[config.mk]
export PLATFORM = sky130hd
export DESIGN_NAME = prs_scan
export DESIGN_NICKNAME = d
export VERILOG_FILES = /design/src/hw/rtl/part_request_scheduler_assert.svh /design/src/hw/rtl/prs_pkg.sv /design/src/hw/rtl/prs_scan.sv
export SDC_FILE = /design/constraint.sdc
export NUM_CORES = 1
export LEC_CHECK = 0
export ABC_AREA = 1
export BUFFER_PORTS_ARGS = -buffer_cell sky130_fd_sc_hd__buf_2
export CORE_UTILIZATION = 38
export CTS_BUF_LIST = sky130_fd_sc_hd__clkbuf_16
export DETAILED_ROUTE_END_ITERATION = 10
export GPL_TIMING_DRIVEN = 0
export PLACE_DENSITY = 0.88
export SYNTH_ARGS = -nofsm -noshare
export SYNTH_HDL_FRONTEND = slang
export SYNTH_SLANG_ARGS = --single-unit
[constraint.sdc]
create_clock -name clk -period 1.5 [get_ports clk]
set_clock_uncertainty 0.05 [all_clocks]
set_input_delay 0.15 -clock clk [delete_from_list [all_inputs] [get_ports clk]]
set_output_delay 0.15 -clock clk [all_outputs]
set_load 0.02 [all_outputs]
[src/hw/rtl/part_request_scheduler_assert.svh]
// assertion macros for the part request scheduler
`ifndef PART_REQUEST_SCHEDULER_ASSERT_SVH
`define PART_REQUEST_SCHEDULER_ASSERT_SVH
`ifndef SYNTHESIS
`define PRS_ASSERT_IMP(label, a, b) \
    label: assert property (@(posedge clk) disable iff (!rst_n) (a) |-> (b)) \
        else $error("prs check failed");
`define PRS_ASSERT_NXT(label, a, b) \
    label: assert property (@(posedge clk) disable iff (!rst_n) (a) |=> (b)) \
        else $error("prs check failed");
`else
`define PRS_ASSERT_IMP(label, a, b)
`define PRS_ASSERT_NXT(label, a, b)
`endif
`endif

[src/hw/rtl/prs_pkg.sv]
// shared types and constants for the part request scheduler
package prs_pkg;

    localparam int DEF_MAX_PARTS = 1024;
    localparam int DEF_TIME_BITS = 48;

    localparam int PART_COUNT_W = 11;
    localparam int TIMEOUT_W    = 32;
    localparam int IDX_FIELD_W  = 10;
    localparam int NOW_FIELD_W  = 48;
    localparam int IN_DATA_W    = 64;
    localparam int OUT_DATA_W   = 16;

    localparam logic [TIMEOUT_W-1:0] TIMEOUT_RESET = 32'd10000;

    localparam logic OP_MARK    = 1'b0;
    localparam logic OP_REQUEST = 1'b1;

    localparam logic REG_PART_COUNT = 1'b0;
    localparam logic REG_TIMEOUT    = 1'b1;

    typedef enum logic [2:0] {
        S_CLEAR,
        S_IDLE,
        S_SCAN,
        S_SCAN_END,
        S_UPDATE,
        S_DONE
    } state_t;

    typedef struct packed {
        logic clear;
        logic valid;
    } scan_ctrl_t;

    typedef struct packed {
        logic any_miss;
        logic due_hit;
    } scan_flags_t;

endpackage

[src/hw/rtl/prs_scan.sv]
// shared scan unit: tests one entry a cycle and keeps the first hits
module prs_scan
    import prs_pkg::*;
#(
    parameter int IDX_W     = 10,
    parameter int TIME_BITS = DEF_TIME_BITS
)
(
    input  logic                 clk,
    input  logic                 rst_n,
    input  scan_ctrl_t           ctrl,
    input  logic [IDX_W-1:0]     entry_idx,
    input  logic                 entry_rcv,
    input  logic [TIME_BITS-1:0] entry_deadline,
    input  logic [TIME_BITS-1:0] now,
    output scan_flags_t          flags,
    output logic [IDX_W-1:0]     first_miss,
    output logic [IDX_W-1:0]     first_due
);

    scan_flags_t      flags_reg;
    scan_flags_t      flags_next;
    logic [IDX_W-1:0] first_miss_reg;
    logic [IDX_W-1:0] first_miss_next;
    logic [IDX_W-1:0] first_due_reg;
    logic [IDX_W-1:0] first_due_next;
    logic             miss;
    logic             due;

    // missing entry, and missing with its deadline strictly past
    assign miss = !entry_rcv;
    assign due  = miss && (entry_deadline < now);

    always_comb
    begin
        flags_next      = flags_reg;
        first_miss_next = first_miss_reg;
        first_due_next  = first_due_reg;
        if (ctrl.clear)
        begin
            flags_next = '0;
        end
        else if (ctrl.valid)
        begin
            if (miss && !flags_reg.any_miss)
            begin
                flags_next.any_miss = 1'b1;
                first_miss_next     = entry_idx;
            end
            if (due && !flags_reg.due_hit)
            begin
                flags_next.due_hit = 1'b1;
                first_due_next     = entry_idx;
            end
        end
    end

    always_ff @(posedge clk or negedge rst_n)
    begin
        if (!rst_n)
        begin
            flags_reg <= '0;
        end
        else
        begin
            flags_reg <= flags_next;
        end
    end

    always_ff @(posedge clk)
    begin
        first_miss_reg <= first_miss_next;
        first_due_reg  <= first_due_next;
    end

    assign flags      = flags_reg;
    assign first_miss = first_miss_reg;
    assign first_due  = first_due_reg;

endmodule

==> flow_metrics.py, run 1 <==
metrics = {
    "synthesis": {
        "synthXorXnorAreaFrac": 0,
        "synth_top_family_by_area": "adder cells",
        "ys_seq_area_frac": 0.333,
        "synth_fa_ha_area_frac": 0.301,
        "synthSimpleGateAreaFrac": 0.159,
        "synth_compound_area_frac": 0.0992,
        "synth_seq_cells": 22,
        "yosysTopAreaCellShare": 0.307,
        "ys_types": 25,
        "synth.net_count": 384,
        "synthFlopType": "edfxtp_1",
        "synth.largest_area_cell": "edfxtp_1",
        "ys_top_cells_by_area": "edfxtp_1, ha_1, inv_1",
        "syn_area_um2": 1950,
        "synth_area_per_cell_um2": 8.65,
        "synthMuxAreaShare": 0,
        "postSynthCellCount": 226,
        "synth_edf_count": 20,
        "ys_warn_count": 0,
        "async_flop_share": 0.0909,
    },
    "clock_network": {
        "cts_buffer_depth": 2,
        "cts.reportedPaths.clkPinSlew_ns": 0.06,
        "root_buffer": "clkbuf_16",
        "cts_buffers": 3,
        "clkSinkCount": 22,
        "cts_tree": "done",
        "ctsHtreeMaxLevel": 1,
        "clk_latency_ns": 0.25,
    },
    "layout": {
        "syn_to_final_growth_pct": 55.4,
        "final_nets": 525,
        "nFillCells": 392,
        "seq_area_um2": 651,
        "num_antenna_cells": 0,
        "multi_input_area_um2": 1270,
        "drive_gt1_frac": 0.505,
        "fin_cells": 433,
        "final_util": 0.626,
    },
    "timing": {
        "setup_violations": 5,
        "min_period_over_period": 1.02,
        "worst_pin_slew_ns": 0.520,
        "rsz0062_at_grt": "yes",
        "slew_headroom": 0.653,
        "finalCriticalPeriod_ns": 1.53,
        "hold_viol": 0,
        "max_freq_mhz": 653,
        "slew_violations": 0,
        "setup_slack_ns": -0.0319,
    },
    "floorplanning": {
        "die_width_um": 73.7,
        "ioPinCount": 133,
        "design.core.area_um2": 4850,
        "die_h_um": 73.7,
        "die_area_um2": 5430,
        "num_rows": 25,
        "initial_core_util": 0.403,
    },
    "critical_path": {
        "crit_fanout": 5,
        "crit_type": "input pin to flop",
        "reg2reg_slack_ns": -0.01,
        "reg2reg_from": "flags[0]",
        "r2r_cells": 6,
        "cp-end-kind": "flop",
        "cp.arrival_ns": 1.46,
        "cp_data_required_time_ns": 1.43,
        "start_kind": "input pin",
        "r2r_end": "first_due[7]",
    },
    "place": {
        "routabilityCongestion": 0.761,
        "portBuffers": 132,
        "dp_worst_setup_slack_ns": -0.388,
        "dpl.cell_count": 425,
        "post-dp-hpwl_mm": 4.11,
    },
    "run_status": {
        "status": "finished, violations left",
        "violations": "setup timing",
    },
    "route": {
        "wl_per_cell_um": 11.4,
        "wl_mm": 4.92,
        "drtIter0Drc": 52,
        "drc": 0,
        "post_drt_via_cell_ratio": 4.58,
        "firstDrtPassIters": 4,
        "vias": 1983,
        "ant_nets": 0,
    },
    "hold_path": {
        "hold_path_class": "input pin to flop",
        "min_path_cells": 1,
        "whs_endpoint": "first_miss[9]",
        "hp-start": "entry_idx[9]",
    },
    "power": {
        "power_leakage_uw": 0.00166,
        "finalPower_uw": 2070,
        "power.density_nw_per_um2": 680,
        "ir_drop_mv": 0.414,
    },
    "global_route": {
        "grt_util_all_layers": 0.178,
        "grt_pass1_wl_mm": 7.54,
        "antenna_found_initial": 0,
        "grt_start_max_net_pins": 14,
        "grt_pass1_vias": 1933,
        "gr-total-overflow": 0,
    },
    "flow_run": {
        "maxCapViolCount": 0,
    },
}
cell usage in the layout (no fill, tap or decap), drive strengths merged:
cell         synthesis  layout
nor2                11      11
inv                 56      56
a21oi               24      24
clkbuf               0       3
edfxtp              20      20
nand2               43      43
o21a                 2       2
buf                  0     134
dlygate4sd3          0       1
clkinvlp             0       1
dfrtp                2       2
and2                 1       1
a211oi               1       1
nand3b               1       1
nand3                2       2
bufinv               0       1
o21ai                7       7
o21bai               1       1
nor4                 2       2
nand4                3       3
nor3                 3       3
ha                  47      47
report_power, final:
group	internal (uW)	total, uW	switching, uW
registers	705	716	10.4
clock network	529	729	200
logic	298	620	322
total	1530	2070	532
through the flow:
step | TNS [ns] | hold slack [ns] | instance area (um^2)
after detailed placement | -3.93 | -0.112 | 2760
final | -0.156 | 0.0400 | 3040
after global routing | -0.848 | 0.0277 | 3040
after global placement | -3.83 | -0.115 | 2760
after CTS | -0.124 | 0.0309 | 3020
after floorplan | -0.301 | -0.196 | 2020
logic make-up (layout without fill, tap and decap cells):
kind of cell | after synthesis | in the layout
AOI/OAI and AO/OA | 35 | 35
DFF | 22 | 22
buffers and inverters | 56 | 196
adders and majority gates | 47 | 47
and+or+nand+nor | 66 | 66
worst max-delay path by stage:
stage          startpoint  slack [ns]            to  cells after the start
2_1_floorplan      now[5]       -0.03  first_due[0]                     13
3_3_place_gp       now[5]       -0.38  first_due[7]                     14
3_5_place_dp       now[5]       -0.39  first_due[7]                     14
4_1_cts          flags[0]       -0.03  first_due[9]                      6
5_1_grt          flags[0]       -0.11  first_due[9]                      6
6_report          now[39]       -0.03  first_due[7]                      9
Yosys cell counts, types with 2 or more instances:
| cell | n |
|---|---|
| a21oi_2 | 2 |
| o21ai_1 | 3 |
| nand3_1 | 2 |
| nand4_1 | 2 |
| dfrtp_1 | 2 |
| inv_2 | 2 |
| edfxtp_1 | 20 |
| nor2_2 | 3 |
| inv_1 | 54 |
| nor2_1 | 8 |
| nand2_1 | 43 |
| ha_1 | 47 |
| a21oi_1 | 22 |
| o21ai_0 | 4 |
| nor3_2 | 2 |
area by class of cell:
type                       count  area share
inverter                      56      0.0742
clock inverter                 1     0.00989
clock buffer                   3      0.0247
timing repair inverter         1     0.00247
tap                           67      0.0276
sequential                    22       0.214
timing repair buffer         135       0.228
multi-input combinational    148       0.419
layer usage:
layer | share of wire | track usage | vias up
li1 | - | - | 1028
met1 | 0.38 | 0.180 | 852
met2 | 0.54 | 0.361 | 91
met3 | 0.059 | 0.0274 | 12
met4 | 0.022 | 0.0620 | 0
met5 | 0 | 0 | -
timing repair:
item	4_1_cts	5_1_grt
hold buffers	1	0
gates cloned	1	0
setup endpoints to repair	10	10
hold endpoints to repair	2	0
buffers inserted	2	0
resized for setup	25	4
pin swaps	10	0
worst max-delay path, stage by stage:
cell and delay, ns:
buf_2 0.07, inv_1 0.03, ha_1 0.35, nand2_1 0.08, o21ai_1 0.25, o21bai_4 0.10
and2_4 0.17, nand2_4 0.09, clkinvlp_4 0.17
(Power assumes the default switching activity.)
==> run 2: changes to the inputs <==
Settings changed: CORE_ASPECT_RATIO set to 0.9, SLEW_MARGIN set to 5.
==> flow_metrics.py, run 2 (synthesis gave the netlist of run 1 again) <==
metrics = {
    "route": {
        "wl_per_cell_um": 11.7,
        "post_drt_via_cell_ratio": 4.56,
        "drtIter0Drc": 78,
        "vias": 1964,
        "wl_mm": 5.03,
        "drc": 0,
        "firstDrtPassIters": 4,
        "ant_nets": 0,
    },
    "power": {
        "power_leakage_uw": 0.00167,
        "power.density_nw_per_um2": 695,
        "ir_drop_mv": 0.539,
    },
    "timing": {
        "max_freq_mhz": 652,
        "slew_violations": 0,
        "finalSetupTns_ns": -0.164,
        "slew_headroom": 0.796,
        "min_period_over_period": 1.02,
        "hold_viol": 0,
        "finalCriticalPeriod_ns": 1.53,
        "worst_pin_slew_ns": 0.306,
        "setup_violations": 6,
        "setup_slack_ns": -0.0330,
        "hold_slack_ns": 0.0314,
        "rsz0062_at_grt": "yes",
    },
    "clock_network": {
        "cts.reportedPaths.clkPinSlew_ns": 0.06,
        "clkSinkCount": 22,
        "cts_tree": "done",
        "clk_latency_ns": 0.26,
        "ctsHtreeMaxLevel": 1,
        "cts_buffers": 3,
        "cts_buffer_depth": 2,
        "root_buffer": "clkbuf_16",
    },
    "place": {
        "routabilityCongestion": 0.795,
        "post-dp-hpwl_mm": 4.13,
        "dpl.cell_count": 423,
        "portBuffers": 132,
    },
    "flow_run": {
        "maxCapViolCount": 0,
    },
    "global_route": {
        "grt_start_max_net_pins": 14,
        "gr-total-overflow": 0,
        "grt_pass1_wl_mm": 8.08,
        "grt_pass1_vias": 1923,
        "grt_util_all_layers": 0.186,
        "antenna_found_initial": 0,
    },
    "critical_path": {
        "critical_path.top_delay_family": "simple AND/OR/NAND/NOR gates",
        "path_buf_inv": 1,
        "critical_path.max_stage_delay_ns": 0.39,
        "cp.arrival_ns": 1.45,
        "cpMaxStageDelayCell": "dfrtp_1",
        "cp-end-kind": "flop",
        "start_kind": "flop",
        "crit_fanout": 5,
        "crit_type": "flop to flop",
        "path_cells": "nor3_2 -> nand4_1 -> a211oi_2 -> and2_4 -> nand2_4 -> clkinvlp_4",
        "cp_data_required_time_ns": 1.42,
    },
    "layout": {
        "syn_to_final_growth_pct": 51.2,
        "fin_cells": 431,
        "drive_gt1_frac": 0.464,
        "layout_common_cells": "buf_2, inv_1, ha_1",
        "final_nets": 525,
        "final_common_cell": "buf_2",
        "num_antenna_cells": 0,
    },
    "run_status": {
        "violations": "setup timing",
        "status": "finished, violations left",
    },
    "floorplanning": {
        "die_width_um": 77.6,
        "ioPinCount": 133,
        "die_h_um": 70.0,
        "initial_core_util": 0.399,
        "num_rows": 24,
        "die_area_um2": 5430,
        "design.core.area_um2": 4890,
    },
    "hold_path": {
        "hold_path_class": "input pin to flop",
    },
}
-- run 2: worst paths after layout --
kind	from	end	slack (ns)	cells past startpoint
max	flags[0]	first_due[2]	-0.03	6
min	entry_idx[9]	first_due[9]	0.03	1
max reg2reg	flags[0]	first_due[2]	-0.03	6
min reg2reg	flags[1]	flags[1]	0.50	2
max in group asynchronous	rst_n	flags[0]	1.13	2
min in group asynchronous	rst_n	flags[1]	0.16	2
-- run 2: layout make-up --
type	instances	area [um^2]
Fill cell	414	1940
Timing Repair Buffer	135	688
Inverter	56	225
Sequential cell	22	651
Multi-Input combinational cell	148	1200
Timing Repair inverter	1	7.51
Clock inverter	1	30.0
Clock buffer	3	75.1
Tap cell	65	81.3
-- run 2: report_power, final --
| part | internal, uW | total, uW | switching (uW) | leakage [uW] |
|---|---|---|---|---|
| clock network | 530 | 744 | 214 | 0.0000511 |
| logic | 282 | 592 | 310 | 0.00141 |
| registers | 705 | 717 | 11.6 | 0.000211 |
-- run 2: layer usage --
metal  track usage  up-vias  share of wire
met5             0        -              0
met1         0.186      852           0.36
li1              -     1026              -
met4        0.0461        0          0.012
met3        0.0183        7          0.042
met2         0.396       79           0.59
-- run 2: through the flow --
| step | worst slack [ns] | utilization | total power (uW) | instance area, um^2 |
|---|---|---|---|---|
| finish | -0.0330 | 0.604 | 2050 | 2960 |
| global route | -0.145 | 0.604 | 2160 | 2960 |
| CTS | -0.0572 | 0.595 | 2050 | 2910 |
| detailed placement | -0.397 | 0.563 | 1290 | 2760 |
| global placement | -0.392 | 0.563 | 1260 | 2760 |
| floorplan | -0.0301 | - | 1050 | 2020 |
-- run 2: timing repair --
action,CTS,global route
pin swaps,2,1
hold endpoints to repair,2,0
resized for setup,7,7
hold buffers,1,0
gates cloned,1,0
buffers inserted,1,1
setup endpoints to repair,10,16
-- run 2: worst reg2reg max path, cell delays in order, from the launching register on --
cell	delay (ns)
dfrtp_1	0.39
nor3_2	0.13
nand4_1	0.13
a211oi_2	0.17
and2_4	0.18
nand2_4	0.07
clkinvlp_4	0.13
==> run 3: changes to the inputs <==
Settings changed: CORE_UTILIZATION 38 to 25, PLACE_DENSITY 0.88 to 0.66.
==> flow_metrics.py, run 3 (synthesis gave the netlist of run 1 again) <==
metrics = {
    "run_status": {
        "status": "finished, violations left",
        "violations": "setup timing",
    },
    "timing": {
        "hold_viol": 0,
        "setup_violations": 5,
        "finalSetupTns_ns": -0.117,
        "worst_pin_slew_ns": 0.332,
        "slew_headroom": 0.778,
        "slew_violations": 0,
        "finalCriticalPeriod_ns": 1.52,
        "max_freq_mhz": 656,
        "rsz0062_at_grt": "yes",
        "min_period_over_period": 1.02,
        "setup_slack_ns": -0.0236,
    },
    "floorplanning": {
        "die_area_um2": 8180,
        "num_rows": 30,
        "design.core.area_um2": 7540,
        "die_h_um": 85.9,
        "initial_core_util": 0.259,
        "die_width_um": 95.2,
        "ioPinCount": 133,
    },
    "hold_path": {
        "hold_path_class": "input pin to flop",
    },
    "route": {
        "drtIter0Drc": 45,
        "firstDrtPassIters": 4,
        "ant_nets": 0,
        "wl_mm": 5.08,
        "post_drt_via_cell_ratio": 4.25,
        "drc": 0,
        "vias": 1966,
        "wl_per_cell_um": 11.0,
    },
    "layout": {
        "drive_gt1_frac": 0.512,
        "layout_common_cells": "buf_2, inv_1, ha_1",
        "final_common_cell": "buf_2",
        "final_util": 0.414,
        "syn_to_final_growth_pct": 59.9,
        "num_antenna_cells": 0,
        "final_nets": 526,
    },
    "power": {
        "p_sw_uw": 537,
        "combPwrFrac": 0.337,
        "power.share.switching": 0.281,
        "sequentialPowerShare": 0.374,
        "p_clk_frac": 0.289,
        "power_leakage_uw": 0.00168,
        "internal_power_uw": 1380,
        "power.density_nw_per_um2": 612,
        "ir_drop_mv": 0.522,
    },
    "critical_path": {
        "start_kind": "flop",
        "crit_fanout": 5,
        "cp.arrival_ns": 1.44,
        "crit_type": "flop to flop",
        "cp_data_required_time_ns": 1.41,
        "cp-end-kind": "flop",
    },
    "clock_network": {
        "ctsHtreeMaxLevel": 1,
        "clk_latency_ns": 0.25,
        "root_buffer": "clkbuf_16",
        "cts_tree": "done",
        "clkSinkCount": 22,
        "cts.reportedPaths.clkPinSlew_ns": 0.06,
        "cts_buffer_depth": 2,
        "cts_buffers": 3,
    },
    "place": {
        "post-dp-hpwl_mm": 4.30,
        "portBuffers": 132,
        "routabilityCongestion": 0.793,
    },
    "global_route": {
        "gr-total-overflow": 0,
        "grt_pass1_vias": 1844,
        "grt_util_all_layers": 0.114,
        "antenna_found_initial": 0,
        "grt_pass1_wl_mm": 7.47,
        "grt_start_max_net_pins": 13,
    },
    "flow_run": {
        "maxCapViolCount": 0,
    },
}
-- run 3: cell count changes in the layout (fill, tap and decap cells not counted), moves of 5 or more --
cell,previous run,this run
inv_1,51,46
nand2_1,39,34
ha_4,4,10
ha_1,43,37
-- run 3: what timing repair did --
| action | CTS | global route |
|---|---|---|
| endpoints found under the setup margin | 10 | 20 |
| endpoints found under the hold margin | 2 | 0 |
| gates cloned | 1 | 0 |
| hold buffers | 1 | 0 |
| buffers inserted | 3 | 0 |
| resized for setup | 11 | 31 |
| pin swaps | 5 | 18 |
-- run 3: worst max-delay path, cell delays in order, from the launching register on --
cell and delay, ns:
dfrtp_1 0.40, nor3_2 0.11, nand4_1 0.12, a211oi_2 0.18, and2_4 0.18, nand2_4 0.07, clkinvlp_4 0.12
-- run 3: cell type report --
type | count | area (um^2)
clock buffer | 3 | 75.1
clock inverter | 1 | 3.75
fill | 746 | 4420
inverter | 56 | 228
multi-input combinational | 148 | 1310
sequential | 22 | 651
tap | 96 | 120
timing repair buffer | 136 | 728
timing repair inverter | 1 | 7.51
-- run 3: power by group through the flow --
stage                     Combinational (uW)  Clock (uW)  Sequential [uW]
final                                    644         552              716
after floorplan                          278           0              768
after CTS                                588         562              716
after detailed placement                 563           0              729
after global placement                   544           0              727
after global routing                     727         598              719
-- run 3: final timing paths --
kind,from,to,slack (ns),cells past startpoint
min reg2reg,flags[1],flags[1],0.47,2
min,entry_idx[8],first_miss[8],0.03,1
max,flags[0],first_due[4],-0.02,6
max in group asynchronous,rst_n,flags[0],1.13,2
min in group asynchronous,rst_n,flags[1],0.18,2
max reg2reg,flags[0],first_due[4],-0.02,6
-- run 3: through the flow --
| stage | power, uW | instance area (um^2) | hold WS (ns) | std cells | setup slack [ns] |
|---|---|---|---|---|---|
| 3_5_place_dp | 1290 | 2800 | -0.110 | 454 | -0.429 |
| 2_1_floorplan | 1050 | 2020 | -0.196 | 226 | -0.0301 |
| 3_3_place_gp | 1270 | 2800 | -0.115 | 454 | -0.424 |
| 5_1_grt | 2040 | 3120 | 0.0259 | 463 | -0.123 |
| 6_report | 1910 | 3120 | 0.0342 | 463 | -0.0236 |
| 4_1_cts | 1870 | 2960 | 0.0308 | 463 | -0.0535 |
-- run 3: layer usage --
metal,track usage,share of wire
met5,0,0
met4,0.0289,0.010
met3,0.0213,0.050
met2,0.212,0.53
met1,0.132,0.41
